$ cat src/hdl/trtp_pkg.sv
// trtp_pkg: shared types, codes and constants of the transition rule text parser
// used by trtp_front, trtp_back, transition_rule_text_parser and the testbench
// no dependencies
package trtp_pkg;

    // default widths of the internal number registers
    localparam int STATE_BITS_DEF = 16;
    localparam int MOVE_BITS_DEF  = 16;

    // depth of the queues between the parts
    localparam int QUEUE_DEPTH = 2;

    // configuration port
    localparam int CFG_INDEX_BITS = 3;
    localparam int CFG_DATA_BITS  = 64;

    localparam logic [CFG_INDEX_BITS-1:0] REG_OPEN  = 3'd0;
    localparam logic [CFG_INDEX_BITS-1:0] REG_CLOSE = 3'd1;
    localparam logic [CFG_INDEX_BITS-1:0] REG_SEP   = 3'd2;
    localparam logic [CFG_INDEX_BITS-1:0] REG_CONN  = 3'd3;
    localparam logic [CFG_INDEX_BITS-1:0] REG_MASK0 = 3'd4;
    localparam logic [CFG_INDEX_BITS-1:0] REG_MASK1 = 3'd5;
    localparam logic [CFG_INDEX_BITS-1:0] REG_MASK2 = 3'd6;
    localparam logic [CFG_INDEX_BITS-1:0] REG_MASK3 = 3'd7;

    // register reset values
    localparam logic [7:0] OPEN_RST  = 8'd40;
    localparam logic [7:0] CLOSE_RST = 8'd41;
    localparam logic [7:0] SEP_RST   = 8'd44;
    localparam logic [7:0] CONN_RST  = 8'd62;

    // fixed character codes
    localparam logic [7:0] CHAR_NEWLINE = 8'd10;
    localparam logic [7:0] CHAR_PLUS    = 8'd43;
    localparam logic [7:0] CHAR_MINUS   = 8'd45;
    localparam logic [7:0] CHAR_ZERO    = 8'd48;
    localparam logic [7:0] CHAR_NINE    = 8'd57;
    localparam logic [7:0] CHAR_UPPER_A = 8'd65;
    localparam logic [7:0] CHAR_UPPER_Z = 8'd90;
    localparam logic [7:0] CHAR_LOWER_A = 8'd97;
    localparam logic [7:0] CHAR_LOWER_Z = 8'd122;

    // result kinds
    localparam logic [1:0] KIND_RULE  = 2'd0;
    localparam logic [1:0] KIND_ERROR = 2'd1;
    localparam logic [1:0] KIND_DONE  = 2'd2;

    // target kinds
    localparam logic [1:0] TGT_NUM    = 2'd0;
    localparam logic [1:0] TGT_ACCEPT = 2'd1;
    localparam logic [1:0] TGT_REJECT = 2'd2;

    // error codes
    localparam logic [2:0] ERR_NONE      = 3'd0;
    localparam logic [2:0] ERR_NO_OPEN   = 3'd1;
    localparam logic [2:0] ERR_NO_LETTER = 3'd2;
    localparam logic [2:0] ERR_NO_SEP    = 3'd3;
    localparam logic [2:0] ERR_BAD_SYM   = 3'd4;
    localparam logic [2:0] ERR_NO_CLOSE  = 3'd5;
    localparam logic [2:0] ERR_NO_CONN   = 3'd6;
    localparam logic [2:0] ERR_EARLY_END = 3'd7;

    // one classified character, front to back
    typedef struct packed {
        logic       eot;
        logic       newline;
        logic       letter;
        logic       digit;
        logic [3:0] dval;
        logic       plus;
        logic       minus;
        logic       opn;
        logic       cls;
        logic       sep;
        logic       conn;
        logic       alpha;
        logic [7:0] ch;
    } class_t;

    // queue status and head item between front and back
    typedef struct packed {
        logic   valid;
        class_t item;
    } class_port_t;

    // one result item
    typedef struct packed {
        logic [1:0]  kind;
        logic [15:0] from_state;
        logic [7:0]  read_symbol;
        logic [15:0] to_state;
        logic [1:0]  target_kind;
        logic [7:0]  write_symbol;
        logic [15:0] head_move;
        logic [2:0]  error_code;
        logic [15:0] error_position;
    } result_t;

endpackage

$ cat src/hdl/trtp_fifo.sv
// trtp_fifo: small first-in first-out queue of flip-flop entries
// used by trtp_front and trtp_back; no package dependency
module trtp_fifo #(
    parameter int WIDTH = 8,
    parameter int DEPTH = 2
) (
    input  logic             clk,
    input  logic             rst_n,
    input  logic             push,
    input  logic [WIDTH-1:0] wdata,
    output logic             full,
    input  logic             pop,
    output logic [WIDTH-1:0] rdata,
    output logic             empty
);

    localparam int PTR_W = (DEPTH > 1) ? $clog2(DEPTH) : 1;
    localparam int CNT_W = $clog2(DEPTH + 1);

    logic [WIDTH-1:0] mem_reg [DEPTH];
    logic [PTR_W-1:0] wr_ptr_reg, wr_ptr_next;
    logic [PTR_W-1:0] rd_ptr_reg, rd_ptr_next;
    logic [CNT_W-1:0] count_reg, count_next;
    logic             do_push;
    logic             do_pop;

    // status and transfer qualifiers
    assign full    = (count_reg == CNT_W'(DEPTH));
    assign empty   = (count_reg == '0);
    assign do_push = push && !full;
    assign do_pop  = pop && !empty;
    assign rdata   = mem_reg[rd_ptr_reg];

    // pointer and count update
    always_comb
    begin
        wr_ptr_next = wr_ptr_reg;
        rd_ptr_next = rd_ptr_reg;
        count_next  = count_reg;
        if (do_push)
        begin
            wr_ptr_next = (wr_ptr_reg == PTR_W'(DEPTH - 1)) ? '0 : wr_ptr_reg + 1'b1;
        end
        if (do_pop)
        begin
            rd_ptr_next = (rd_ptr_reg == PTR_W'(DEPTH - 1)) ? '0 : rd_ptr_reg + 1'b1;
        end
        if (do_push && !do_pop)
        begin
            count_next = count_reg + 1'b1;
        end
        else if (do_pop && !do_push)
        begin
            count_next = count_reg - 1'b1;
        end
    end

    always_ff @(posedge clk or negedge rst_n)
    begin
        if (!rst_n)
        begin
            wr_ptr_reg <= '0;
            rd_ptr_reg <= '0;
            count_reg  <= '0;
        end
        else
        begin
            wr_ptr_reg <= wr_ptr_next;
            rd_ptr_reg <= rd_ptr_next;
            count_reg  <= count_next;
        end
    end

    // entry storage
    always_ff @(posedge clk)
    begin
        if (do_push)
        begin
            mem_reg[wr_ptr_reg] <= wdata;
        end
    end

endmodule

$ cat src/hdl/trtp_front.sv
// trtp_front: configuration registers, character classification and the class queue
// depends on trtp_pkg and trtp_fifo
module trtp_front (
    input  logic                                  clk,
    input  logic                                  rst_n,
    input  logic                                  push,
    output logic                                  full,
    input  logic [7:0]                            ch,
    input  logic                                  end_of_text,
    input  logic                                  wr_en,
    input  logic [trtp_pkg::CFG_INDEX_BITS-1:0]   wr_index,
    input  logic [trtp_pkg::CFG_DATA_BITS-1:0]    wr_data,
    output trtp_pkg::class_port_t                 cls_out,
    input  logic                                  cls_pop
);

    logic [7:0]  open_reg;
    logic [7:0]  close_reg;
    logic [7:0]  sep_reg;
    logic [7:0]  conn_reg;
    logic [63:0] mask0_reg;
    logic [63:0] mask1_reg;
    logic [63:0] mask2_reg;
    logic [63:0] mask3_reg;
    logic [63:0] mask_sel;
    logic [7:0]  dig_off;
    trtp_pkg::class_t cls;
    trtp_pkg::class_t q_item;
    logic             q_empty;

    // configuration writes
    always_ff @(posedge clk or negedge rst_n)
    begin
        if (!rst_n)
        begin
            open_reg  <= trtp_pkg::OPEN_RST;
            close_reg <= trtp_pkg::CLOSE_RST;
            sep_reg   <= trtp_pkg::SEP_RST;
            conn_reg  <= trtp_pkg::CONN_RST;
            mask0_reg <= '0;
            mask1_reg <= '0;
            mask2_reg <= '0;
            mask3_reg <= '0;
        end
        else if (wr_en)
        begin
            case (wr_index)
                trtp_pkg::REG_OPEN:  open_reg  <= wr_data[7:0];
                trtp_pkg::REG_CLOSE: close_reg <= wr_data[7:0];
                trtp_pkg::REG_SEP:   sep_reg   <= wr_data[7:0];
                trtp_pkg::REG_CONN:  conn_reg  <= wr_data[7:0];
                trtp_pkg::REG_MASK0: mask0_reg <= wr_data;
                trtp_pkg::REG_MASK1: mask1_reg <= wr_data;
                trtp_pkg::REG_MASK2: mask2_reg <= wr_data;
                trtp_pkg::REG_MASK3: mask3_reg <= wr_data;
                default: ;
            endcase
        end
    end

    // alphabet mask word for the upper two bits of the character
    always_comb
    begin
        case (ch[7:6])
            2'd0:    mask_sel = mask0_reg;
            2'd1:    mask_sel = mask1_reg;
            2'd2:    mask_sel = mask2_reg;
            default: mask_sel = mask3_reg;
        endcase
    end

    // classify the incoming character
    assign dig_off = ch - trtp_pkg::CHAR_ZERO;

    always_comb
    begin
        cls.eot     = end_of_text;
        cls.newline = (ch == trtp_pkg::CHAR_NEWLINE);
        cls.letter  = (ch >= trtp_pkg::CHAR_UPPER_A && ch <= trtp_pkg::CHAR_UPPER_Z) ||
                      (ch >= trtp_pkg::CHAR_LOWER_A && ch <= trtp_pkg::CHAR_LOWER_Z);
        cls.digit   = (ch >= trtp_pkg::CHAR_ZERO && ch <= trtp_pkg::CHAR_NINE);
        cls.dval    = dig_off[3:0];
        cls.plus    = (ch == trtp_pkg::CHAR_PLUS);
        cls.minus   = (ch == trtp_pkg::CHAR_MINUS);
        cls.opn     = (ch == open_reg);
        cls.cls     = (ch == close_reg);
        cls.sep     = (ch == sep_reg);
        cls.conn    = (ch == conn_reg);
        cls.alpha   = mask_sel[ch[5:0]];
        cls.ch      = ch;
    end

    // queue of classified characters toward the parser
    trtp_fifo #(
        .WIDTH ($bits(trtp_pkg::class_t)),
        .DEPTH (trtp_pkg::QUEUE_DEPTH)
    ) u_class_q (
        .clk   (clk),
        .rst_n (rst_n),
        .push  (push),
        .wdata (cls),
        .full  (full),
        .pop   (cls_pop),
        .rdata (q_item),
        .empty (q_empty)
    );

    assign cls_out.valid = !q_empty;
    assign cls_out.item  = q_item;

endmodule

$ cat src/hdl/trtp_back.sv
// trtp_back: parse state machine, number accumulators and the result queue
// depends on trtp_pkg and trtp_fifo
module trtp_back #(
    parameter int STATE_BITS = trtp_pkg::STATE_BITS_DEF,
    parameter int MOVE_BITS  = trtp_pkg::MOVE_BITS_DEF
) (
    input  logic                  clk,
    input  logic                  rst_n,
    input  trtp_pkg::class_port_t cls_in,
    output logic                  cls_pop,
    output logic                  empty,
    input  logic                  pop,
    output trtp_pkg::result_t     res_out
);

    localparam int SW = STATE_BITS;
    localparam int MW = MOVE_BITS - 1;

    // parse phases
    localparam logic [3:0] PH_OPEN        = 4'd0;
    localparam logic [3:0] PH_FROM_LETTER = 4'd1;
    localparam logic [3:0] PH_FROM_NUM    = 4'd2;
    localparam logic [3:0] PH_READ_SYM    = 4'd3;
    localparam logic [3:0] PH_CLOSE       = 4'd4;
    localparam logic [3:0] PH_CONN        = 4'd5;
    localparam logic [3:0] PH_OPEN2       = 4'd6;
    localparam logic [3:0] PH_TO_LETTER   = 4'd7;
    localparam logic [3:0] PH_TO_NUM      = 4'd8;
    localparam logic [3:0] PH_WRITE_SYM   = 4'd9;
    localparam logic [3:0] PH_SEP2        = 4'd10;
    localparam logic [3:0] PH_MOVE        = 4'd11;
    localparam logic [3:0] PH_END         = 4'd12;

    trtp_pkg::class_t it;

    logic [3:0]    phase_reg, phase_next;
    logic          failed_reg, failed_next;
    logic [SW-1:0] from_reg, from_next;
    logic [SW-1:0] to_reg, to_next;
    logic [1:0]    tgt_reg, tgt_next;
    logic [7:0]    rsym_reg, rsym_next;
    logic [7:0]    wsym_reg, wsym_next;
    logic [MW-1:0] mag_reg, mag_next;
    logic          neg_reg, neg_next;
    logic [15:0]   pos_reg, pos_next;
    logic [15:0]   pos_inc;

    logic [SW-1:0] st_acc_in;
    logic [SW+3:0] st_prod;
    logic [SW-1:0] st_acc;
    logic [MW+3:0] mv_prod;
    logic [MW-1:0] mv_acc;
    logic [31:0]   from_wide;
    logic [31:0]   to_wide;
    logic [31:0]   mv_wide;
    logic [31:0]   mv_signed;

    logic          take;
    logic          out_full;
    logic          emit_rule;
    logic          emit_err;
    logic          emit_done;
    logic [2:0]    err_code;
    logic [15:0]   err_pos;
    logic          clr_rule;
    logic          clr_text;
    trtp_pkg::result_t res;

    assign it      = cls_in.item;
    assign take    = cls_in.valid && !out_full;
    assign cls_pop = take;
    assign pos_inc = (pos_reg == 16'hFFFF) ? pos_reg : pos_reg + 16'd1;

    // times-ten accumulate, saturating when the product leaves the register width
    assign st_acc_in = (phase_reg == PH_TO_NUM) ? to_reg : from_reg;
    assign st_prod   = ((SW+4)'(st_acc_in) << 3) + ((SW+4)'(st_acc_in) << 1) +
                       (SW+4)'(it.dval);
    assign st_acc    = (st_prod[SW+3:SW] != 4'd0) ? '1 : st_prod[SW-1:0];
    assign mv_prod   = ((MW+4)'(mag_reg) << 3) + ((MW+4)'(mag_reg) << 1) +
                       (MW+4)'(it.dval);
    assign mv_acc    = (mv_prod[MW+3:MW] != 4'd0) ? '1 : mv_prod[MW-1:0];

    // parse step
    always_comb
    begin
        phase_next  = phase_reg;
        failed_next = failed_reg;
        from_next   = from_reg;
        to_next     = to_reg;
        tgt_next    = tgt_reg;
        rsym_next   = rsym_reg;
        wsym_next   = wsym_reg;
        mag_next    = mag_reg;
        neg_next    = neg_reg;
        pos_next    = pos_reg;
        emit_rule   = 1'b0;
        emit_err    = 1'b0;
        emit_done   = 1'b0;
        err_code    = trtp_pkg::ERR_NONE;
        err_pos     = pos_inc;
        clr_rule    = 1'b0;
        clr_text    = 1'b0;

        if (take)
        begin
            if (it.eot)
            begin
                // end of text closes the rule, finishes or reports an early end; silent after an error
                clr_text = 1'b1;
                if (!failed_reg)
                begin
                    if (phase_reg == PH_END)
                    begin
                        emit_rule = 1'b1;
                    end
                    else if (phase_reg == PH_OPEN || phase_reg > PH_END)
                    begin
                        emit_done = 1'b1;
                    end
                    else
                    begin
                        emit_err = 1'b1;
                        err_code = trtp_pkg::ERR_EARLY_END;
                        err_pos  = pos_reg;
                    end
                end
            end
            else if (!it.newline)
            begin
                pos_next = pos_inc;
                if (!failed_reg)
                begin
                    case (phase_reg) inside
                        PH_FROM_LETTER, PH_TO_LETTER:
                        begin
                            if (it.letter)
                                phase_next = phase_reg + 4'd1;
                            else
                            begin
                                emit_err = 1'b1;
                                err_code = trtp_pkg::ERR_NO_LETTER;
                            end
                        end
                        PH_FROM_NUM:
                        begin
                            if (it.digit)
                                from_next = st_acc;
                            else if (it.sep)
                                phase_next = PH_READ_SYM;
                            else
                            begin
                                emit_err = 1'b1;
                                err_code = trtp_pkg::ERR_NO_SEP;
                            end
                        end
                        PH_READ_SYM, PH_WRITE_SYM:
                        begin
                            if (it.alpha)
                            begin
                                if (phase_reg == PH_READ_SYM)
                                    rsym_next = it.ch;
                                else
                                    wsym_next = it.ch;
                                phase_next = phase_reg + 4'd1;
                            end
                            else
                            begin
                                emit_err = 1'b1;
                                err_code = trtp_pkg::ERR_BAD_SYM;
                            end
                        end
                        PH_CLOSE:
                        begin
                            if (it.cls)
                                phase_next = PH_CONN;
                            else
                            begin
                                emit_err = 1'b1;
                                err_code = trtp_pkg::ERR_NO_CLOSE;
                            end
                        end
                        PH_CONN:
                        begin
                            if (it.conn)
                                phase_next = PH_OPEN2;
                            else
                            begin
                                emit_err = 1'b1;
                                err_code = trtp_pkg::ERR_NO_CONN;
                            end
                        end
                        PH_OPEN2:
                        begin
                            if (it.opn)
                                phase_next = PH_TO_LETTER;
                            else
                            begin
                                emit_err = 1'b1;
                                err_code = trtp_pkg::ERR_NO_OPEN;
                            end
                        end
                        PH_TO_NUM:
                        begin
                            // a mark is taken only while the number is still zero and no mark is set
                            if (tgt_reg == trtp_pkg::TGT_NUM && to_reg == '0 && it.plus)
                                tgt_next = trtp_pkg::TGT_ACCEPT;
                            else if (tgt_reg == trtp_pkg::TGT_NUM && to_reg == '0 && it.minus)
                                tgt_next = trtp_pkg::TGT_REJECT;
                            else if (it.digit && tgt_reg == trtp_pkg::TGT_NUM)
                                to_next = st_acc;
                            else if (it.sep)
                                phase_next = PH_WRITE_SYM;
                            else
                            begin
                                emit_err = 1'b1;
                                err_code = trtp_pkg::ERR_NO_SEP;
                            end
                        end
                        PH_SEP2:
                        begin
                            if (it.sep)
                                phase_next = PH_MOVE;
                            else
                            begin
                                emit_err = 1'b1;
                                err_code = trtp_pkg::ERR_NO_SEP;
                            end
                        end
                        PH_MOVE:
                        begin
                            if (it.minus)
                                neg_next = 1'b1;
                            else if (it.digit)
                                mag_next = mv_acc;
                            else if (it.cls)
                                phase_next = PH_END;
                            else
                            begin
                                emit_err = 1'b1;
                                err_code = trtp_pkg::ERR_NO_CLOSE;
                            end
                        end
                        PH_END:
                        begin
                            if (it.sep)
                            begin
                                emit_rule  = 1'b1;
                                clr_rule   = 1'b1;
                                phase_next = PH_OPEN;
                            end
                            else
                            begin
                                emit_err = 1'b1;
                                err_code = trtp_pkg::ERR_NO_SEP;
                            end
                        end
                        default:
                        begin
                            // waiting for the opening character, also unused codes
                            if (it.opn)
                            begin
                                clr_rule   = 1'b1;
                                phase_next = PH_FROM_LETTER;
                            end
                            else
                            begin
                                emit_err = 1'b1;
                                err_code = trtp_pkg::ERR_NO_OPEN;
                            end
                        end
                    endcase
                    if (emit_err)
                    begin
                        failed_next = 1'b1;
                    end
                end
            end
        end

        // clear the rule fields, and the whole text on its end
        if (clr_rule || clr_text)
        begin
            from_next = '0;
            to_next   = '0;
            tgt_next  = trtp_pkg::TGT_NUM;
            rsym_next = '0;
            wsym_next = '0;
            mag_next  = '0;
            neg_next  = 1'b0;
        end
        if (clr_text)
        begin
            phase_next  = PH_OPEN;
            failed_next = 1'b0;
            pos_next    = '0;
        end
    end

    always_ff @(posedge clk or negedge rst_n)
    begin
        if (!rst_n)
        begin
            phase_reg  <= PH_OPEN;
            failed_reg <= 1'b0;
            from_reg   <= '0;
            to_reg     <= '0;
            tgt_reg    <= trtp_pkg::TGT_NUM;
            rsym_reg   <= '0;
            wsym_reg   <= '0;
            mag_reg    <= '0;
            neg_reg    <= 1'b0;
            pos_reg    <= '0;
        end
        else
        begin
            phase_reg  <= phase_next;
            failed_reg <= failed_next;
            from_reg   <= from_next;
            to_reg     <= to_next;
            tgt_reg    <= tgt_next;
            rsym_reg   <= rsym_next;
            wsym_reg   <= wsym_next;
            mag_reg    <= mag_next;
            neg_reg    <= neg_next;
            pos_reg    <= pos_next;
        end
    end

    // result record assembly
    assign from_wide = 32'(from_reg);
    assign to_wide   = 32'(to_reg);
    assign mv_wide   = 32'(mag_reg);
    assign mv_signed = neg_reg ? (32'd0 - mv_wide) : mv_wide;

    always_comb
    begin
        res = '0;
        if (emit_rule)
        begin
            res.kind         = trtp_pkg::KIND_RULE;
            res.from_state   = from_wide[15:0];
            res.read_symbol  = rsym_reg;
            res.to_state     = (tgt_reg != trtp_pkg::TGT_NUM) ? 16'd0 : to_wide[15:0];
            res.target_kind  = tgt_reg;
            res.write_symbol = wsym_reg;
            res.head_move    = mv_signed[15:0];
        end
        else if (emit_err)
        begin
            res.kind           = trtp_pkg::KIND_ERROR;
            res.error_code     = err_code;
            res.error_position = err_pos;
        end
        else
        begin
            res.kind = trtp_pkg::KIND_DONE;
        end
    end

    // result queue toward the consumer
    trtp_fifo #(
        .WIDTH ($bits(trtp_pkg::result_t)),
        .DEPTH (trtp_pkg::QUEUE_DEPTH)
    ) u_result_q (
        .clk   (clk),
        .rst_n (rst_n),
        .push  (emit_rule || emit_err || emit_done),
        .wdata (res),
        .full  (out_full),
        .pop   (pop),
        .rdata (res_out),
        .empty (empty)
    );

endmodule

$ cat src/hdl/transition_rule_text_parser.sv
// transition_rule_text_parser: top level of the rule text parser
// depends on trtp_pkg, trtp_front and trtp_back
//
//   channel    handshake            payload
//   -------    ---------            -------
//   input      push / full          ch, end_of_text
//   result     empty / pop          kind .. error_position (nine fields)
//   config     wr_en (no wait)      wr_index, wr_data
//
// one character per cycle sustained while the result queue has room; the
// parser takes a new character every cycle from a two-entry class queue
// unless the result queue is full and writes at most one result into a
// two-entry result queue, so a result passes the class queue, then the result queue
// reset clears the parse state and both queues and loads register defaults
// full rises only when the class queue holds two characters the parser could
// not take because the result queue was full
module transition_rule_text_parser #(
    parameter int STATE_BITS = trtp_pkg::STATE_BITS_DEF,
    parameter int MOVE_BITS  = trtp_pkg::MOVE_BITS_DEF
) (
    input  logic                                clk,
    input  logic                                rst_n,
    input  logic                                push,
    output logic                                full,
    input  logic [7:0]                          ch,
    input  logic                                end_of_text,
    output logic                                empty,
    input  logic                                pop,
    output logic [1:0]                          kind,
    output logic [15:0]                         from_state,
    output logic [7:0]                          read_symbol,
    output logic [15:0]                         to_state,
    output logic [1:0]                          target_kind,
    output logic [7:0]                          write_symbol,
    output logic signed [15:0]                  head_move,
    output logic [2:0]                          error_code,
    output logic [15:0]                         error_position,
    input  logic                                wr_en,
    input  logic [trtp_pkg::CFG_INDEX_BITS-1:0] wr_index,
    input  logic [trtp_pkg::CFG_DATA_BITS-1:0]  wr_data
);

    trtp_pkg::class_port_t cls_link;
    logic                  cls_pop;
    trtp_pkg::result_t     res;

    // front: registers, classification, class queue
    trtp_front u_front (
        .clk         (clk),
        .rst_n       (rst_n),
        .push        (push),
        .full        (full),
        .ch          (ch),
        .end_of_text (end_of_text),
        .wr_en       (wr_en),
        .wr_index    (wr_index),
        .wr_data     (wr_data),
        .cls_out     (cls_link),
        .cls_pop     (cls_pop)
    );

    // back: parser and result queue
    trtp_back #(
        .STATE_BITS (STATE_BITS),
        .MOVE_BITS  (MOVE_BITS)
    ) u_back (
        .clk     (clk),
        .rst_n   (rst_n),
        .cls_in  (cls_link),
        .cls_pop (cls_pop),
        .empty   (empty),
        .pop     (pop),
        .res_out (res)
    );

    // result fields to ports
    assign kind           = res.kind;
    assign from_state     = res.from_state;
    assign read_symbol    = res.read_symbol;
    assign to_state       = res.to_state;
    assign target_kind    = res.target_kind;
    assign write_symbol   = res.write_symbol;
    assign head_move      = res.head_move;
    assign error_code     = res.error_code;
    assign error_position = res.error_position;

endmodule

$ cat config.mk
export PLATFORM = sky130hd
export DESIGN_NAME = transition_rule_text_parser
export DESIGN_NICKNAME = d
export VERILOG_FILES = /design/src/hdl/trtp_pkg.sv /design/src/hdl/trtp_fifo.sv /design/src/hdl/trtp_front.sv /design/src/hdl/trtp_back.sv /design/src/hdl/transition_rule_text_parser.sv
export SDC_FILE = /design/constraint.sdc
export NUM_CORES = 1
export LEC_CHECK = 0
export ABC_AREA = 1
export BUFFER_PORTS_ARGS = -buffer_cell sky130_fd_sc_hd__clkbuf_2
export CAP_MARGIN = 15
export CORE_MARGIN = 3
export CORE_UTILIZATION = 40
export DETAILED_ROUTE_END_ITERATION = 6
export PLACE_DENSITY = 0.52
export SYNTH_ARGS = -nofsm -noshare
export SYNTH_HDL_FRONTEND = slang
export SYNTH_SLANG_ARGS = --single-unit
export TNS_END_PERCENT = 10
$ cat constraint.sdc
create_clock -name clk -period 5.75 [get_ports clk]
set_input_delay 0.8625 -clock clk [delete_from_list [all_inputs] [get_ports clk]]
set_output_delay 0.8625 -clock clk [all_outputs]
set_load 0.02 [all_outputs]
=== Word-level counts from Yosys, hierarchy flattened ===
Memories as Yosys holds them, arrays and structs flattened.
Index checks and enable logic that the tools add are counted.

* Output and inout port bits: 89
* Memories: 2
* Bits in registers: 383
* Logic and storage cells: 450
* Memory bits (writable): 220

* Reductions and logical operators: 73
* Add/subtract/negate cells: 16
* Equality and inequality tests: 65
* Order comparisons: 8
* Mux-type cells: 262

{| class="wikitable"
|+ Memory list
! memory !! depth !! width !! read ports !! clocked after Yosys merged registers in !! write ports !! RTL line !! text
|-
| u_back.u_result_q.mem_reg || 2 || 87 || 1 || 0 || 1 || trtp_fifo.sv:20 || <nowiki>logic [WIDTH-1:0] mem_reg [DEPTH];</nowiki>
|-
| u_front.u_class_q.mem_reg || 2 || 23 || 1 || 0 || 1 || trtp_fifo.sv:20 ||
|}

{| class="wikitable"
|+ Operators with widths
! kind !! count
|-
| 16-bit 2-to-1 mux || 37
|-
| 15-bit 2-to-1 mux || 17
|-
| 64-bit one-hot mux with 3 select lines || 1
|-
| 8-bit 2-to-1 mux || 20
|-
| 4-bit 2-to-1 mux || 32
|-
| 1-bit 2-to-1 mux || 103
|-
| 3-bit 2-to-1 mux || 24
|-
| 66-bit 2-to-1 mux || 1
|-
| 2-bit 2-to-1 mux || 24
|-
| 19-bit 2-to-1 mux || 2
|-
| 8-bit equality test || 4
|-
| 2-bit != test (second input constant) || 16
|-
| 14-bit AND reduction || 2
|-
| 2-bit nonzero test || 14
|-
| 9-bit by 8-bit != test with 1-bit output (second input constant) || 3
|-
| 21-bit AND reduction || 1
|-
| 19-bit by 17-bit adder with 20-bit output || 1
|-
| 20-bit by 4-bit adder with 20-bit output || 1
|-
| 4-bit equality test (second input constant) || 5
|-
| 18-bit by 16-bit adder with 19-bit output || 1
|-
| 19-bit by 4-bit adder with 19-bit output || 1
|-
| 9-bit AND reduction || 2
|-
| 16-bit by 1-bit adder with 16-bit output (second input constant) || 1
|-
| 16-bit equality test (second input constant) || 1
|-
| other kinds (52) || 110
|}

=== Logic depth before layout (Yosys ltp) ===
An unclocked memory read counts as a cell.

* Depth in word-level cells: 28
* Mapped depth: 25

=== Cells and area by module ===
Synthesis repeated with hierarchy kept, for this count alone.

* Cell total of the unflattened synthesis: 3627
* Area total of the unflattened synthesis: 30286.5 µm²

{| class="wikitable"
|+ By module, submodules not included
! module !! area an instance (µm²) !! seq. area each (µm²) !! times used !! cells an instance
|-
| trtp_front || 13455.4 || 7223.2 || 1 || 1677
|-
| trtp_back || 8361.8 || 2177.1 || 1 || 1312
|-
| trtp_fifo at u_back.u_result_q || 6560.0 || 5325.1 || 1 || 486
|-
| trtp_fifo at u_front.u_class_q || 1909.3 || 1481.4 || 1 || 152
|}

=== Least setup slack after synthesis ===
OpenSTA, ideal clock, no wires.

* Kind: register to register
* From: register u_back.phase_reg[0]
* To: memory u_back.u_result_q.mem_reg[0][0] in the netlist's numbering, enable pin
* Arrival time: 3541 ps
* Stages on the path, launching flop included: 19
* Slack: 1768 ps
* Path buffers: 0
* Setup time: 441 ps
* Cell sequence: dfrtp_1 > inv_1 > ha_1 > inv_1 > nor2_1 > inv_1 > nand2_1 > nand2_1 > nand2_1 > nand3_1 > nand2_1 > nand3_1 > nand2_1 > nand2_1 > nand2_1 > nand3_1 > nand4_1 > nand2_1 > inv_1

* Word-level cells in the longest chain between the ends: 24

{| class="wikitable"
|+ RTL lines
! item !! RTL line !! text
|-
| start: declaration || trtp_back.sv:36 || <nowiki>logic [3:0] phase_reg, phase_next;</nowiki>
|-
| start signal: assignment || trtp_back.sv:316 || <nowiki>phase_reg <= phase_next;</nowiki>
|-
| 4-bit equality test || trtp_back.sv:112 || <nowiki>if (phase_reg == PH_END)</nowiki>
|-
| 1-bit 2-to-1 mux (10 in series) || trtp_back.sv:133 || <nowiki>case (phase_reg) inside</nowiki>
|-
| 1-bit 2-to-1 mux || trtp_back.sv:131 || <nowiki>if (!failed_reg)</nowiki>
|-
| 1-bit 2-to-1 mux || trtp_back.sv:128 || <nowiki>else if (!it.newline)</nowiki>
|-
| 1-bit 2-to-1 mux || trtp_back.sv:106 || <nowiki>if (it.eot)</nowiki>
|-
| 1-bit 2-to-1 mux || trtp_back.sv:104 || <nowiki>if (take)</nowiki>
|-
| 1-bit 2-to-1 mux || trtp_back.sv:131 ||
|-
| 1-bit 2-to-1 mux || trtp_back.sv:128 ||
|-
| 1-bit 2-to-1 mux || trtp_back.sv:106 ||
|-
| 1-bit 2-to-1 mux || trtp_back.sv:104 ||
|-
| 1-bit logical OR || trtp_back.sv:367 || <nowiki>.push (emit_rule || emit_err || emit_done),</nowiki>
|-
| 1-bit logical OR (*) || trtp_back.sv:367 ||
|-
| 1-bit logical AND (*) || trtp_fifo.sv:30 || <nowiki>assign do_push = push && !full;</nowiki>
|-
| via u_back.u_result_q.do_push || trtp_fifo.sv:24 || <nowiki>logic do_push;</nowiki>
|-
| 1-bit 2-to-1 mux (*) || trtp_fifo.sv:77 || <nowiki>if (do_push)</nowiki>
|-
| 1-bit 2-to-1 mux (implied by the code) (*) || trtp_fifo.sv:79 || <nowiki>mem_reg[wr_ptr_reg] <= wdata;</nowiki>
|-
| end: declaration || trtp_fifo.sv:20 ||
|}

Mark *: on every way through the listed nets, which the timed path passes. The rest lies on a longest branch. The select of a mux whose other input is x is not followed.

=== Worst setup path in the final report ===
* From: register u_front.u_class_q.rd_ptr_reg
* To: register u_back.mag_reg[8]

* Word-level cells in the longest chain between the ends: 20

{| class="wikitable"
|+ RTL lines
! item !! RTL line !! text
|-
| start: declaration || trtp_fifo.sv:22 || <nowiki>logic [PTR_W-1:0] rd_ptr_reg, rd_ptr_next;</nowiki>
|-
| start signal: assignment || trtp_fifo.sv:69 || <nowiki>rd_ptr_reg <= rd_ptr_next;</nowiki>
|-
| memory 2 x 23 bit (*) || n/a ||
|-
| 19-bit by 4-bit adder with 19-bit output || trtp_back.sv:79 || <nowiki>assign mv_prod = ((MW+4)'(mag_reg) << 3) + ((MW+4)'(mag_reg) << 1) +</nowiki>
|-
| 4-bit nonzero test || trtp_back.sv:81 || <nowiki>assign mv_acc = (mv_prod[MW+3:MW] != 4'd0) ? '1 : mv_prod[MW-1:0];</nowiki>
|-
| 15-bit 2-to-1 mux || trtp_back.sv:81 ||
|-
| 15-bit 2-to-1 mux || trtp_back.sv:233 || <nowiki>else if (it.digit)</nowiki>
|-
| 15-bit 2-to-1 mux || trtp_back.sv:231 || <nowiki>if (it.minus)</nowiki>
|-
| 15-bit 2-to-1 mux (9 in series) || trtp_back.sv:133 ||
|-
| 15-bit 2-to-1 mux || trtp_back.sv:131 ||
|-
| 15-bit 2-to-1 mux || trtp_back.sv:128 ||
|-
| 15-bit 2-to-1 mux || trtp_back.sv:106 ||
|-
| 15-bit 2-to-1 mux || trtp_back.sv:104 ||
|-
| 15-bit 2-to-1 mux || trtp_back.sv:281 || <nowiki>if (clr_rule || clr_text)</nowiki>
|-
| end signal: assignment || trtp_back.sv:323 || <nowiki>mag_reg <= mag_next;</nowiki>
|-
| end: declaration || trtp_back.sv:43 || <nowiki>logic [MW-1:0] mag_reg, mag_next;</nowiki>
|}

Mark *: on every way between the ends. The rest lies on a longest branch, timed or not. The select of a mux whose other input is x is not followed.
A chain may end at the register's enable or synchronous reset.

==> qor.yml <==
rsz0062_at_grt: "no"
async_flop_share_pct: 64.4
p_per_area_mw_per_mm2: 525
min_period_over_period_pct: 78.4
initialDrtViolationCount: 1857
coreArea_mm2: 0.0708
io_buffers: 169
synth_nets: 3457
cts_buffer_depth: 3
layout_common_cells: "1005 x nand2_1, 388 x o21ai_0, 369 x dfrtp_1, 257 x inv_1, 216 x nor2_1"
vias: 22800
drtPass1Iterations: 6
criticalPathCategory: "register to register"
grt.total_usage_pct: 21.0
h-tree-depth: 3
grt_antenna_before_repair: 1
numCtsBuffers: 68
status: "finished, final reports clean"
routed_wl_um: 79100
cts_hold_buffers: 0
cap_violations: 0
hold_viol: 0
die-area_mm2: 0.0754
area.growth.synth_to_final_pct: 13.8
drc: 0
relSlewSlack_pct: 34.5
clkLatencyLatePin_ns: 0.61
drtAntennaViolNets: 0
place.gp.congestion: 0.863
initial_core_util_pct: 40.8
leakagePower_nw: 14.9
cts_tree: "yes"
seq_area_frac_synth_pct: 55.3
slew_viol_final: 0
dpl_worst_slack_ns: 1.24
grt_pass1_vias: 22400
vdd_drop_max_mv: 0.314
dpl.hpwl_um: 51600
crit_required_ns: 6.22
final_common_cell: "nand2_1"
final_area_mm2: 0.0328
drive_above_1_share_pct: 10.7
crit_arrival_ns: 4.97
start_kind: "register"
synth-edff-count: 212
ys_seq_elements: 595
clkSlewWorstSetupHoldPaths_ns: 0.06
grt_max_degree: 127
cts_setup_buffers: 0
ys_types: 58
fp.dieH_um: 275
diodes: 0
cts_resized: 0
placed_area_mm2: 0.0306
timing.fmax_mhz: 222
vias_per_cell: 5.17
crit_fanout: 24
fin_util_pct: 46.4
cts_root_buffer: "clkbuf_16"
period_needed_ns: 4.51
worstSetupEndpointType: "register"
fin_skew_ns: 0.0309
synthCells: 3304
worst_slack_ns: 1.24
grt_pass1_wl_um: 126000
dieWidth_um: 275
cts.sink_count: 595
setup_violations: 0
final_nets: 3563
power_mw: 17.2
largest_reg_flops: 174
wl_per_cell_um: 18.0
grt_overflow: 0
fin_setup_tns_ns: 0
avgSynthCellArea_um2: 8.73
syn-cell-area_mm2: 0.0289
synth_flop_cell: "dfrtp_1"
min_path_type: "primary input to asynchronous set/reset pin"
rows: 97
yosysWarnings: 0
num_io_pins: 170
worst_slew_pin_slew_ns: 0.982
## layer usage
| metal | track usage (%) | wire length [um] |
|---|---|---|
| met1 | 28.6 | 35600 |
| met2 | 35.3 | 38200 |
| met4 | 5.53 | 1710 |
| met3 | 3.06 | 3620 |
| met5 | 0 | 0 |
## per-stage QoR
step           hold WS (ns)  instances
2_1_floorplan         0.448       3304
3_3_place_gp          0.460       4279
3_5_place_dp          0.468       4279
4_1_cts               0.236       4405
5_1_grt               0.270       4406
6_report              0.243       4406
## worst max-delay path: stages, from the launching register on
cell     delay, ns
dfrtp_1       0.82
inv_2         0.29
or2_2         0.34
o21ai_0       0.15
inv_1         0.20
fa_1          0.56
fa_1          0.47
nand3_1       0.09
nand2_1       0.12
nand3_1       0.11
nand4_1       0.13
o21ai_0       0.19
nand3_1       0.45
nor3b_1       0.36
o21ai_1       0.09
## cells by family (layout without fill, tap and decap cells)
family          Yosys count  after routing  share of synthesized area, %
compound gates          639            639                          12.2
simple gates           1488           1488                          21.1
buf+inv                 436            598                          5.97
fa+ha+maj                72             72                          3.23
xor+xnor                 74             74                          2.25
flops                   595            595                          55.3
## worst paths after layout
path                       slack, ns               endpoint                         start  cells after the start
max                             1.24      u_back.mag_reg[8]  u_front.u_class_q.rd_ptr_reg                     14
min                             0.24  u_front.mask2_reg[55]                         rst_n                      1
max in group asynchronous       4.14   u_front.mask3_reg[2]                         rst_n                      2
min reg2reg                     0.48   u_front.mask2_reg[4]          u_front.mask2_reg[4]                      2
min in group clk                0.48   u_front.mask2_reg[4]          u_front.mask2_reg[4]                      2
max reg2reg                     1.24      u_back.mag_reg[8]  u_front.u_class_q.rd_ptr_reg                     14
## cell usage after synthesis, drive strengths merged (22+ instances only)
library cell,count,area (um^2)
inv,272,1030
buf,30,193
ha,68,851
xor2,28,245
o21ai,427,2160
nand3,133,666
nand2,1013,3820
nor3,42,221
o2111ai,22,193
clkbuf,132,495
xnor2,46,403
edfxtp,212,6370
nand4,40,256
o211ai,31,246
dfrtp,370,9260
nor2,227,891
a21oi,116,584
## where the power goes
group,switching [mW],internal [mW]
sequential,0.495,5.76
clock,1.72,2.60
combinational,4.69,1.98
total,6.91,10.3
## layout make-up
cell class                 instances  area, um^2
clock buffer                     101        2000
clock inverter                    25         262
fill                            6885       37900
inverter                         274        1040
multi-input combinational       2273       11200
sequential                       595       16000
tap                              940        1180
timing repair buffer             198        1170
Power figures use the tool's default switching activity.
